<file path="config.mk">
export PLATFORM = sky130hd
export DESIGN_NAME = min_tracking_stack
export DESIGN_NICKNAME = d
export VERILOG_FILES = /design/src/rtl/msp_pkg.sv /design/src/rtl/msp_ctrl.sv /design/src/rtl/msp_datapath.sv /design/src/rtl/min_tracking_stack.sv
export SDC_FILE = /design/constraint.sdc
export NUM_CORES = 2
export LEC_CHECK = 0
export ABC_AREA = 1
export BUFFER_PORTS_ARGS = -buffer_cell sky130_fd_sc_hd__buf_2
export CAP_MARGIN = 10
export CORE_UTILIZATION = 40
export DETAILED_ROUTE_END_ITERATION = 10
export GPL_TIMING_DRIVEN = 0
export HOLD_SLACK_MARGIN = 0.03
export PLACE_DENSITY_LB_ADDON = 0.1
export SKIP_LAST_GASP = 1
export SYNTH_ARGS = -nofsm -noshare
export SYNTH_HDL_FRONTEND = slang
export SYNTH_SLANG_ARGS = --single-unit
</file>
<file path="constraint.sdc">
create_clock -name clk_i -period 7.8 [get_ports clk_i]
set_input_delay 0.78 -clock clk_i [delete_from_list [all_inputs] [get_ports clk_i]]
set_output_delay 0.78 -clock clk_i [all_outputs]
set_load 0.02 [all_outputs]
</file>
<file path="src/rtl/msp_pkg.sv">
// shared types and constants for the min tracking stack
// no dependencies; imported by every module of the block
package msp_pkg;

  // default stack depth
  localparam int unsigned DepthDef = 64;

  // data word width
  localparam int unsigned DataW = 32;

  // operation codes
  localparam logic [1:0] OP_PUSH = 2'd0;
  localparam logic [1:0] OP_POP  = 2'd1;
  localparam logic [1:0] OP_PEEK = 2'd2;

  // commands from controller to datapath
  typedef struct packed {
    logic push;
    logic pop;
    logic load_top;
    logic load_out;
    logic ignored;
  } msp_cmd_t;

  // status from datapath to controller
  typedef struct packed {
    logic empty;
    logic full;
  } msp_status_t;

endpackage

</file>
<file path="src/rtl/msp_ctrl.sv">
// controller state machine of the min tracking stack
// depends on msp_pkg; drives commands into msp_datapath
module msp_ctrl (
  input  logic                clk_i,
  input  logic                rst_ni,
  input  logic                in_valid_i,
  output logic                in_stall_o,
  input  logic [1:0]          op_i,
  output logic                out_valid_o,
  input  logic                out_stall_i,
  input  msp_pkg::msp_status_t status_i,
  output msp_pkg::msp_cmd_t    cmd_o
);
  import msp_pkg::*;

  localparam logic [1:0] ST_IDLE   = 2'd0;
  localparam logic [1:0] ST_LOAD   = 2'd1;
  localparam logic [1:0] ST_RESULT = 2'd2;

  logic [1:0] state_q, state_d;
  logic       ignored_q, ignored_d;
  logic       out_valid_q, out_valid_d;
  logic       accept;
  logic       out_free;

  assign accept   = (state_q == ST_IDLE) && in_valid_i;
  assign out_free = !out_valid_q || !out_stall_i;

  // next state and commands
  always_comb begin
    state_d       = state_q;
    ignored_d     = ignored_q;
    cmd_o         = '0;
    cmd_o.ignored = ignored_q;
    case (state_q)
      ST_IDLE: begin
        if (accept) begin
          ignored_d = 1'b0;
          state_d   = ST_RESULT;
          case (op_i)
            OP_PUSH: begin
              if (status_i.full) begin
                ignored_d = 1'b1;
              end else begin
                cmd_o.push = 1'b1;
              end
            end
            OP_POP: begin
              if (status_i.empty) begin
                ignored_d = 1'b1;
              end else begin
                cmd_o.pop = 1'b1;
                state_d   = ST_LOAD;
              end
            end
            default: begin
              // peek and the unused code change nothing
            end
          endcase
        end
      end
      ST_LOAD: begin
        cmd_o.load_top = 1'b1;
        state_d        = ST_RESULT;
      end
      ST_RESULT: begin
        if (out_free) begin
          cmd_o.load_out = 1'b1;
          state_d        = ST_IDLE;
        end
      end
      default: begin
        state_d = ST_IDLE;
      end
    endcase
  end

  // output word valid
  always_comb begin
    out_valid_d = out_valid_q;
    if (cmd_o.load_out) begin
      out_valid_d = 1'b1;
    end else if (out_valid_q && !out_stall_i) begin
      out_valid_d = 1'b0;
    end
  end

  // control registers
  always_ff @(posedge clk_i or negedge rst_ni) begin
    if (!rst_ni) begin
      state_q     <= ST_IDLE;
      ignored_q   <= 1'b0;
      out_valid_q <= 1'b0;
    end else begin
      state_q     <= state_d;
      ignored_q   <= ignored_d;
      out_valid_q <= out_valid_d;
    end
  end

  assign in_stall_o  = (state_q != ST_IDLE);
  assign out_valid_o = out_valid_q;

endmodule

</file>
<file path="src/rtl/msp_datapath.sv">
// datapath of the min tracking stack: top registers, stack memory, output word
// depends on msp_pkg; commanded by msp_ctrl
module msp_datapath #(
  parameter int unsigned Depth = msp_pkg::DepthDef
) (
  input  logic                       clk_i,
  input  logic                       rst_ni,
  input  msp_pkg::msp_cmd_t          cmd_i,
  output msp_pkg::msp_status_t       status_o,
  input  logic signed [msp_pkg::DataW-1:0] push_value_i,
  output logic signed [msp_pkg::DataW-1:0] top_value_o,
  output logic signed [msp_pkg::DataW-1:0] min_value_o,
  output logic                       is_empty_o,
  output logic                       is_full_o,
  output logic                       ignored_o
);
  import msp_pkg::*;

  localparam int unsigned AddrW  = (Depth > 1) ? $clog2(Depth) : 1;
  localparam int unsigned CountW = $clog2(Depth + 1);

  logic [CountW-1:0]       count_q, count_d;
  logic signed [DataW-1:0] top_q;
  logic signed [DataW-1:0] min_q;
  logic signed [DataW-1:0] rd_val_q;
  logic signed [DataW-1:0] rd_min_q;
  logic signed [DataW-1:0] new_min;
  logic [AddrW-1:0]        wr_addr;
  logic [AddrW-1:0]        rd_addr;
  logic                    empty;
  logic                    full;
  logic                    rd_en;

  // entries below the top, value and running minimum side by side
  logic signed [DataW-1:0] val_mem [Depth];
  logic signed [DataW-1:0] min_mem [Depth];

  assign empty   = (count_q == '0);
  assign full    = (count_q == CountW'(Depth));
  assign wr_addr = AddrW'(count_q - CountW'(1));
  assign rd_addr = AddrW'(count_q - CountW'(2));
  assign rd_en   = cmd_i.pop && (count_q >= CountW'(2));

  assign status_o.empty = empty;
  assign status_o.full  = full;

  // running minimum of the pushed word and everything below it
  assign new_min = (!empty && (min_q < push_value_i)) ? min_q : push_value_i;

  // entry count
  always_comb begin
    count_d = count_q;
    if (cmd_i.push) begin
      count_d = count_q + CountW'(1);
    end else if (cmd_i.pop) begin
      count_d = count_q - CountW'(1);
    end
  end

  always_ff @(posedge clk_i or negedge rst_ni) begin
    if (!rst_ni) begin
      count_q <= '0;
    end else begin
      count_q <= count_d;
    end
  end

  // stack memory: spill the old top on push, registered read on pop
  always_ff @(posedge clk_i) begin
    if (cmd_i.push && !empty) begin
      val_mem[wr_addr] <= top_q;
      min_mem[wr_addr] <= min_q;
    end
    if (rd_en) begin
      rd_val_q <= val_mem[rd_addr];
      rd_min_q <= min_mem[rd_addr];
    end
  end

  // top entry and its running minimum
  always_ff @(posedge clk_i) begin
    if (cmd_i.push) begin
      top_q <= push_value_i;
      min_q <= new_min;
    end else if (cmd_i.load_top) begin
      top_q <= rd_val_q;
      min_q <= rd_min_q;
    end
  end

  // output word register
  always_ff @(posedge clk_i) begin
    if (cmd_i.load_out) begin
      top_value_o <= empty ? '0 : top_q;
      min_value_o <= empty ? '0 : min_q;
      is_empty_o  <= empty;
      is_full_o   <= full;
      ignored_o   <= cmd_i.ignored;
    end
  end

endmodule

</file>
<file path="src/rtl/min_tracking_stack.sv">
// top level of the min tracking stack
// depends on msp_pkg, msp_ctrl and msp_datapath
//
// Bounded stack of signed 32-bit words that reports its smallest entry.
// Each input word is a push, a pop or a peek (the unused code acts as a
// peek) and gives exactly one output word with the new top, the minimum,
// the empty and full flags and an ignored flag for a push on full or a
// pop on empty. The top entry and its running minimum live in registers;
// the entries below sit in a single-port memory with a registered read.
// Push, peek and dropped operations go straight to the result state; a pop
// that succeeds first passes a load state to read the new top from memory.
// The result sits in an output register, so a new word is taken while the
// previous result is still stalled. No clearing pass is needed after reset.
module min_tracking_stack #(
  parameter int unsigned Depth = msp_pkg::DepthDef
) (
  input  logic                             clk_i,
  input  logic                             rst_ni,
  input  logic                             in_valid_i,
  output logic                             in_stall_o,
  input  logic [1:0]                       op_i,
  input  logic signed [msp_pkg::DataW-1:0] push_value_i,
  output logic                             out_valid_o,
  input  logic                             out_stall_i,
  output logic signed [msp_pkg::DataW-1:0] top_value_o,
  output logic signed [msp_pkg::DataW-1:0] min_value_o,
  output logic                             is_empty_o,
  output logic                             is_full_o,
  output logic                             ignored_o
);
  import msp_pkg::*;

  msp_cmd_t    cmd;
  msp_status_t status;

  // controller
  msp_ctrl u_ctrl (
    .clk_i      (clk_i),
    .rst_ni     (rst_ni),
    .in_valid_i (in_valid_i),
    .in_stall_o (in_stall_o),
    .op_i       (op_i),
    .out_valid_o(out_valid_o),
    .out_stall_i(out_stall_i),
    .status_i   (status),
    .cmd_o      (cmd)
  );

  // datapath
  msp_datapath #(
    .Depth(Depth)
  ) u_datapath (
    .clk_i       (clk_i),
    .rst_ni      (rst_ni),
    .cmd_i       (cmd),
    .status_o    (status),
    .push_value_i(push_value_i),
    .top_value_o (top_value_o),
    .min_value_o (min_value_o),
    .is_empty_o  (is_empty_o),
    .is_full_o   (is_full_o),
    .ignored_o   (ignored_o)
  );

endmodule

</file>
Word-level counts from Yosys, hierarchy flattened

Memories as Yosys holds them, arrays and structs flattened. A register that Yosys moved wholly into a read port is not among the register bits.
Cells that the tools add are included.

Add/subtract/negate cells: 3
Order comparisons: 2
Equal/unequal tests: 7
Muxes and demuxes: 28
Reductions and logical operators: 19

Operator list:

| kind                                                               | number |
|---|---|
| two-way mux 32 bit                                                 | 5 |
| less-than comparator 32 bit                                        | 1 |
| two-way mux 7 bit                                                  | 2 |
| two-way mux 1 bit                                                  | 13 |
| two-way mux 2 bit                                                  | 6 |
| nonzero test 2 bit                                                 | 4 |
| adder 7 x 1 -> 7 bit (second input constant)                       | 1 |
| equality test 7 bit (second input constant)                        | 1 |
| greater-or-equal comparator 7 x 2 -> 1 bit (second input constant) | 1 |
| zero test 7 bit                                                    | 1 |
| subtractor 7 x 1 -> 7 bit (second input constant)                  | 1 |
| case mux 2 bit (3 select lines)                                    | 1 |
| AND reduction 2 bit                                                | 3 |
| subtractor 6 x 2 -> 6 bit (second input constant)                  | 1 |
| logical AND 1 bit                                                  | 5 |
| equality test 2 x 1 -> 1 bit (second input constant)               | 2 |
| zero test 2 bit                                                    | 2 |
| != test 2 x 1 -> 1 bit (second input constant)                     | 2 |
| zero test 1 bit                                                    | 3 |
| equality test 2 bit (second input constant)                        | 1 |
| != test 2 bit (second input constant)                              | 1 |
| case mux 1 bit (2 select lines)                                    | 1 |
| logical OR 1 bit                                                   | 1 |

Bits in registers: 142
RAM bits: 4,096
Input port bits: 38
Word-level logic and storage cells: 72
Memories kept: 2

Memory list:

| memory             | words | width | rd ports | clocked after memory_dff | wr ports | RTL line           | text |
|---|---|---|---|---|---|---|---|
| u_datapath.min_mem | 64    | 32    | 1        | 1                        | 1        | msp_datapath.sv:36 | `logic signed [DataW-1:0] min_mem [Depth];` |
| u_datapath.val_mem | 64    | 32    | 1        | 1                        | 1        | msp_datapath.sv:35 | `logic signed [DataW-1:0] val_mem [Depth];` |

Logic depth before layout (Yosys ltp)

Word-level depth: 8
Depth in mapped cells: 17

Cells and area by module

A second synthesis with hierarchy kept.

Cell total of the unflattened synthesis: 12,935
Area, all modules: 168,831.9 um2

By module, submodules not included:

| module       | times used | cells an instance | area an instance (um2) | sequential area each (um2) |
|---|---|---|---|---|
| msp_datapath | 1          | 12,902            | 168,587.9              | 129,028.7 |
| msp_ctrl     | 1          | 33                | 244.0                  | 100.1 |

Worst setup path after synthesis

Ideal clock, no wire load.

Kind: reg-to-reg
Start: register u_datapath.count_q[1]
End: register u_datapath.rd_min_q[0], read port of u_datapath.min_mem, enable pin
Library setup time: 507 ps
Data arrival time: 5,006 ps
Data required time: 7,293 ps
Slack: 2,287 ps
Stages on the path, launching flop included: 12
Path through: dfrtp_1 -> buf_2 -> clkinv_2 -> buf_4 -> buf_2 -> buf_2 -> ha_1 -> nand3_1 -> nor2_1 -> nor3_1 -> nand2_1 -> a21oi_1

Word-level cells in the longest chain between the ends: 6

Ends and longest elaborated chain:

| item                       | RTL line           | text |
|---|---|---|
| start, declared            | msp_datapath.sv:22 | `logic [CountW-1:0] count_q, count_d;` |
| start signal, assigned     | msp_datapath.sv:64 | `count_q <= count_d;` |
| zero test 7 bit            | msp_datapath.sv:38 | `assign empty = (count_q == '0);` |
| two-way mux 1 bit          | msp_ctrl.sv:49     | `if (status_i.empty) begin` |
| two-way mux 1 bit          | msp_ctrl.sv:40     | `case (op_i)` |
| two-way mux 2 bit          | msp_ctrl.sv:37     | `if (accept) begin` |
| two-way mux 2 bit          | msp_ctrl.sv:35     | `case (state_q)` |
| logical AND 1 bit *        | msp_datapath.sv:42 | `assign rd_en = cmd_i.pop && (count_q >= CountW'(2));` |
| named net u_datapath.rd_en | msp_datapath.sv:32 | `logic rd_en;` |
| end, declared              | msp_datapath.sv:26 | `logic signed [DataW-1:0] rd_min_q;` |

Mark *: on every way through the listed nets, which the timed path passes. The rest lies on a longest branch.
A chain may end at the register's enable or synchronous reset.

Worst setup path in the final report

Start: register u_datapath.count_q[1]
End: register u_datapath.rd_val_q[1], read port of u_datapath.val_mem, data pin

Word-level cells in the longest chain between the ends: 6

Ends and longest elaborated chain:

| item              | RTL line           | text |
|---|---|---|
| zero test 7 bit   | msp_datapath.sv:38 |  |
| two-way mux 1 bit | msp_ctrl.sv:49     |  |
| two-way mux 1 bit | msp_ctrl.sv:40     |  |
| two-way mux 2 bit | msp_ctrl.sv:37     |  |
| two-way mux 2 bit | msp_ctrl.sv:35     |  |
| logical AND 1 bit | msp_datapath.sv:42 |  |
| end, declared     | msp_datapath.sv:25 | `logic signed [DataW-1:0] rd_val_q;` |

Parallel ways exist; a longest one is shown, timed or not.

==> flow_metrics.tcl <==
set metrics [dict create \
    status "completed" \
    ys_warn_count 0 \
    ir_worst_vdd_mv 0.305 \
    cp.arrival_ns 8.09 \
    power_uw 86100 \
    drive_above_1_share_pct 10.6 \
    first_global_vias 110000 \
    crit_chain "buf_2 -> clkinv_2 -> buf_4 -> buf_2 -> buf_2 -> ha_1 -> clkbuf_1 -> clkbuf_2 -> buf_1 -> nand2_1 -> nand3_1 -> nand3_1 -> nand3_1 -> and2_1" \
    ys_seq_area_share_pct 76.3 \
    slew_viol_final 0 \
    root_buffer "clkbuf_16" \
    cts.htree.levels 5 \
    worstReg2RegEnd "u_datapath.rd_val_q[1]" \
    core_area_sq_um 420000 \
    clkTransAtPathRegs_ns 0.06 \
    synth.area.top_cells "edfxtp_1 76%, o21ai_0 4.9%, nor2_1 4.9%" \
    synth_largest_area_cell "edfxtp_1" \
    yosysMostFrequentCell "edfxtp_1" \
    finalSetupTns_ns 0 \
    netlist.area_leader.share_pct 76.2 \
    max_stage_delay_ns 1.02 \
    r2r-start "u_datapath.count_q[1]" \
    cap_violations 0 \
    wire_per_inst_um 32.6 \
    vias_per_cell 5.84 \
    syn_nets 13000 \
    start_util_pct 40.2 \
    period_share_pct 92.4 \
    die_x_um 652 \
    startpoint "u_datapath.count_q[1]" \
    wl_um 652000 \
    startpoint_type "flip-flop" \
    num_vias 117000 \
    slew_headroom_pct 3.02 \
    tightest_slew_ns 1.45 \
    drtIter0Drc 16400 \
    synth_top_cells_by_count "4,291 x edfxtp_1, 2,205 x nor2_1, 1,668 x o21ai_0" \
    die_area_sq_um 426000 \
    synth_edf_count 4291 \
    worstSkewPairLatency_ns 1.03 \
    leakage_uw 0.0658 \
    clock_path_buffers 4 \
    gp_congestion 0.964 \
    slowest_stage "buf_1" \
    die_h_um 652 \
    cts_sinks 4302 \
    max_freq_mhz 139 \
    synth_seq_cells 4302 \
    antenna_found_initial 71 \
    hold_class "in2reg" \
    r2r_slack_ns 0.59 \
    hp-start "in_valid_i" \
    grt_overflow_total 0 \
    critical_path_required_ns 8.68 \
    synth_cells 12900 \
    grt_max_degree 33 \
    netlist_area_sq_um 169000 \
    min_to "u_ctrl.state_q[1]" \
    dpl.hpwl_um 470000 \
    powerDensity_nw_per_um2 429 \
    multi_input_area_sq_um 35900 \
    row_count 238 \
    grt_pass1_wl_um 883000 \
    hold_ws_ns 0.0948 \
    numCtsBuffers 452 \
    drc 0 \
    synthFlopType "edfxtp_1" \
    critPathKind "reg2reg" \
    crit_fanout 12 \
    fin_skew_ns 0.0726 \
    rsz0062_at_grt "false" \
    final-hold-violation-count 0 \
    drtAntennaViolNets 0 \
    setup_viol 0 \
    dp.cells 19100 \
    dr.pass1.iters 6 \
    syn_to_final_growth_pct 18.7 \
    synth-async-reset-ratio_pct 0.256 \
    synth.distinct_cells 35 \
    hold_depth 3 \
    io_pins 107 \
    cts_tree "built" \
    portBuffers 106 \
    grt_use_total_pct 29.9 \
    fillers 37100 \
    stdcell_count 20000 \
    syn_avg_cell_area_sq_um 13.1 \
    min_period_ns 7.21 \
    critPathCaptureType "flip-flop" \
    fin_nets 14000 \
    seqCellArea_sq_um 129000 \
    worst-r2r-cell-count 14 \
]
registers in the layout (all words and copies together) (netlist names):
register / flops
u_datapath.min_value_o: 32
u_datapath.top_q: 32
u_datapath.is_empty_o: 1
u_datapath.rd_val_q: 32
u_datapath.val_mem: 2048
u_datapath.top_value_o: 32
u_datapath.min_q: 32
u_datapath.count_q: 7
u_datapath.is_full_o: 1
u_datapath.min_mem: 2048
u_datapath.ignored_o: 1
u_ctrl.out_valid_o: 1
u_ctrl.state_q: 2
u_ctrl.ignored_q: 1
u_datapath.rd_min_q: 32
critical path: cells and delay by family (launching register included):
family / cells / cell delay, ns
AND/OR/NAND/NOR: 5 / 1.64
adder cells (fa/ha/maj): 1 / 0.20
buffers and inverters: 8 / 4.60
flip-flops: 1 / 0.47
per-layer routing:
layer  vias up  GRT usage, %  part of all wire [%]
met2      6275          43.6                    43
met5         -             0                0.0078
li1      49900             -                     -
met4         8          14.4                   5.7
met1     59700          41.8                    40
met3       973          7.37                    11
logic make-up after synthesis:
logic type                 after synthesis  share of synthesized area [%]
AOI/OAI and AO/OA                     3106                           9.96
xor gates and xnor gates                10                         0.0518
adders and majority gates               37                          0.274
buffers and inverters                 1043                           2.75
DFF                                   4302                           76.3
and+or+nand+nor                       4437                           10.6
worst max-delay path by stage:
stage / slack [ns] / end
2_1_floorplan: 2.29 / u_datapath.rd_min_q[0]
3_3_place_gp: -3.41 / u_datapath.min_mem[25][25]
3_5_place_dp: 0.99 / u_datapath.min_mem[30][16]
4_1_cts: 0.96 / u_datapath.min_mem[30][19]
5_1_grt: 0.88 / u_datapath.rd_val_q[1]
6_report: 0.59 / u_datapath.rd_val_q[1]
repair_timing:
action	in CTS	in global routing
hold buffers	3	0
endpoints found under the setup margin	0	0
setup buffers	0	0
hold endpoints to repair	13	0
resized for setup	0	0
placed cells by master (no fill, tap or decap), types with 18 or more instances in the layout:
master	Yosys	routed
o21ai_0	1668	1668
clkinv_2	1	81
buf_1	72	71
clkbuf_1	535	624
inv_1	122	121
diode_2	0	121
ha_1	37	37
buf_8	0	18
buf_4	32	32
nand2_1	1246	1245
buf_16	0	171
clkbuf_16	0	465
clkbuf_2	18	39
buf_6	44	44
edfxtp_1	4291	4291
nand3_1	913	913
buf_2	214	321
nor2_4	0	64
o22ai_1	1026	1026
nor2_1	2205	2141
buf_12	0	204
clkinv_1	1	95
bufinv_16	0	35
and2_1	64	64
o21ai_1	388	388
cell type report:
| cell class | instances | share of cell area (%) |
|---|---|---|
| clock inverter | 236 | 1.01 |
| antenna | 121 | 0.151 |
| tap | 5640 | 3.51 |
| timing repair buffer | 502 | 4.79 |
| inverter | 128 | 0.241 |
| clock buffer | 580 | 6.03 |
| buffer | 915 | 2.09 |
| multi-input combinational | 7590 | 17.9 |
| sequential | 4302 | 64.3 |
power by group:
group / leakage, uW / total [uW] / internal, uW / switching [uW]
Combinational: 0.0202 / 38300 / 8670 / 29600
Clock: 0.00691 / 21100 / 12000 / 9030
Sequential: 0.0387 / 26800 / 26500 / 298
Total: 0.0658 / 86100 / 47200 / 38900
per-stage QoR:
step / setup WS, ns / cell area, sq um / util, %
detailed placement: 0.991 / 186000 / 44.3
global route: 0.882 / 201000 / 47.8
CTS: 0.957 / 201000 / 47.7
global placement: -3.41 / 177000 / 42.0
floorplan: 2.29 / 169000 / -
finish: 0.592 / 201000 / 47.8
(Power assumes the default switching activity.)
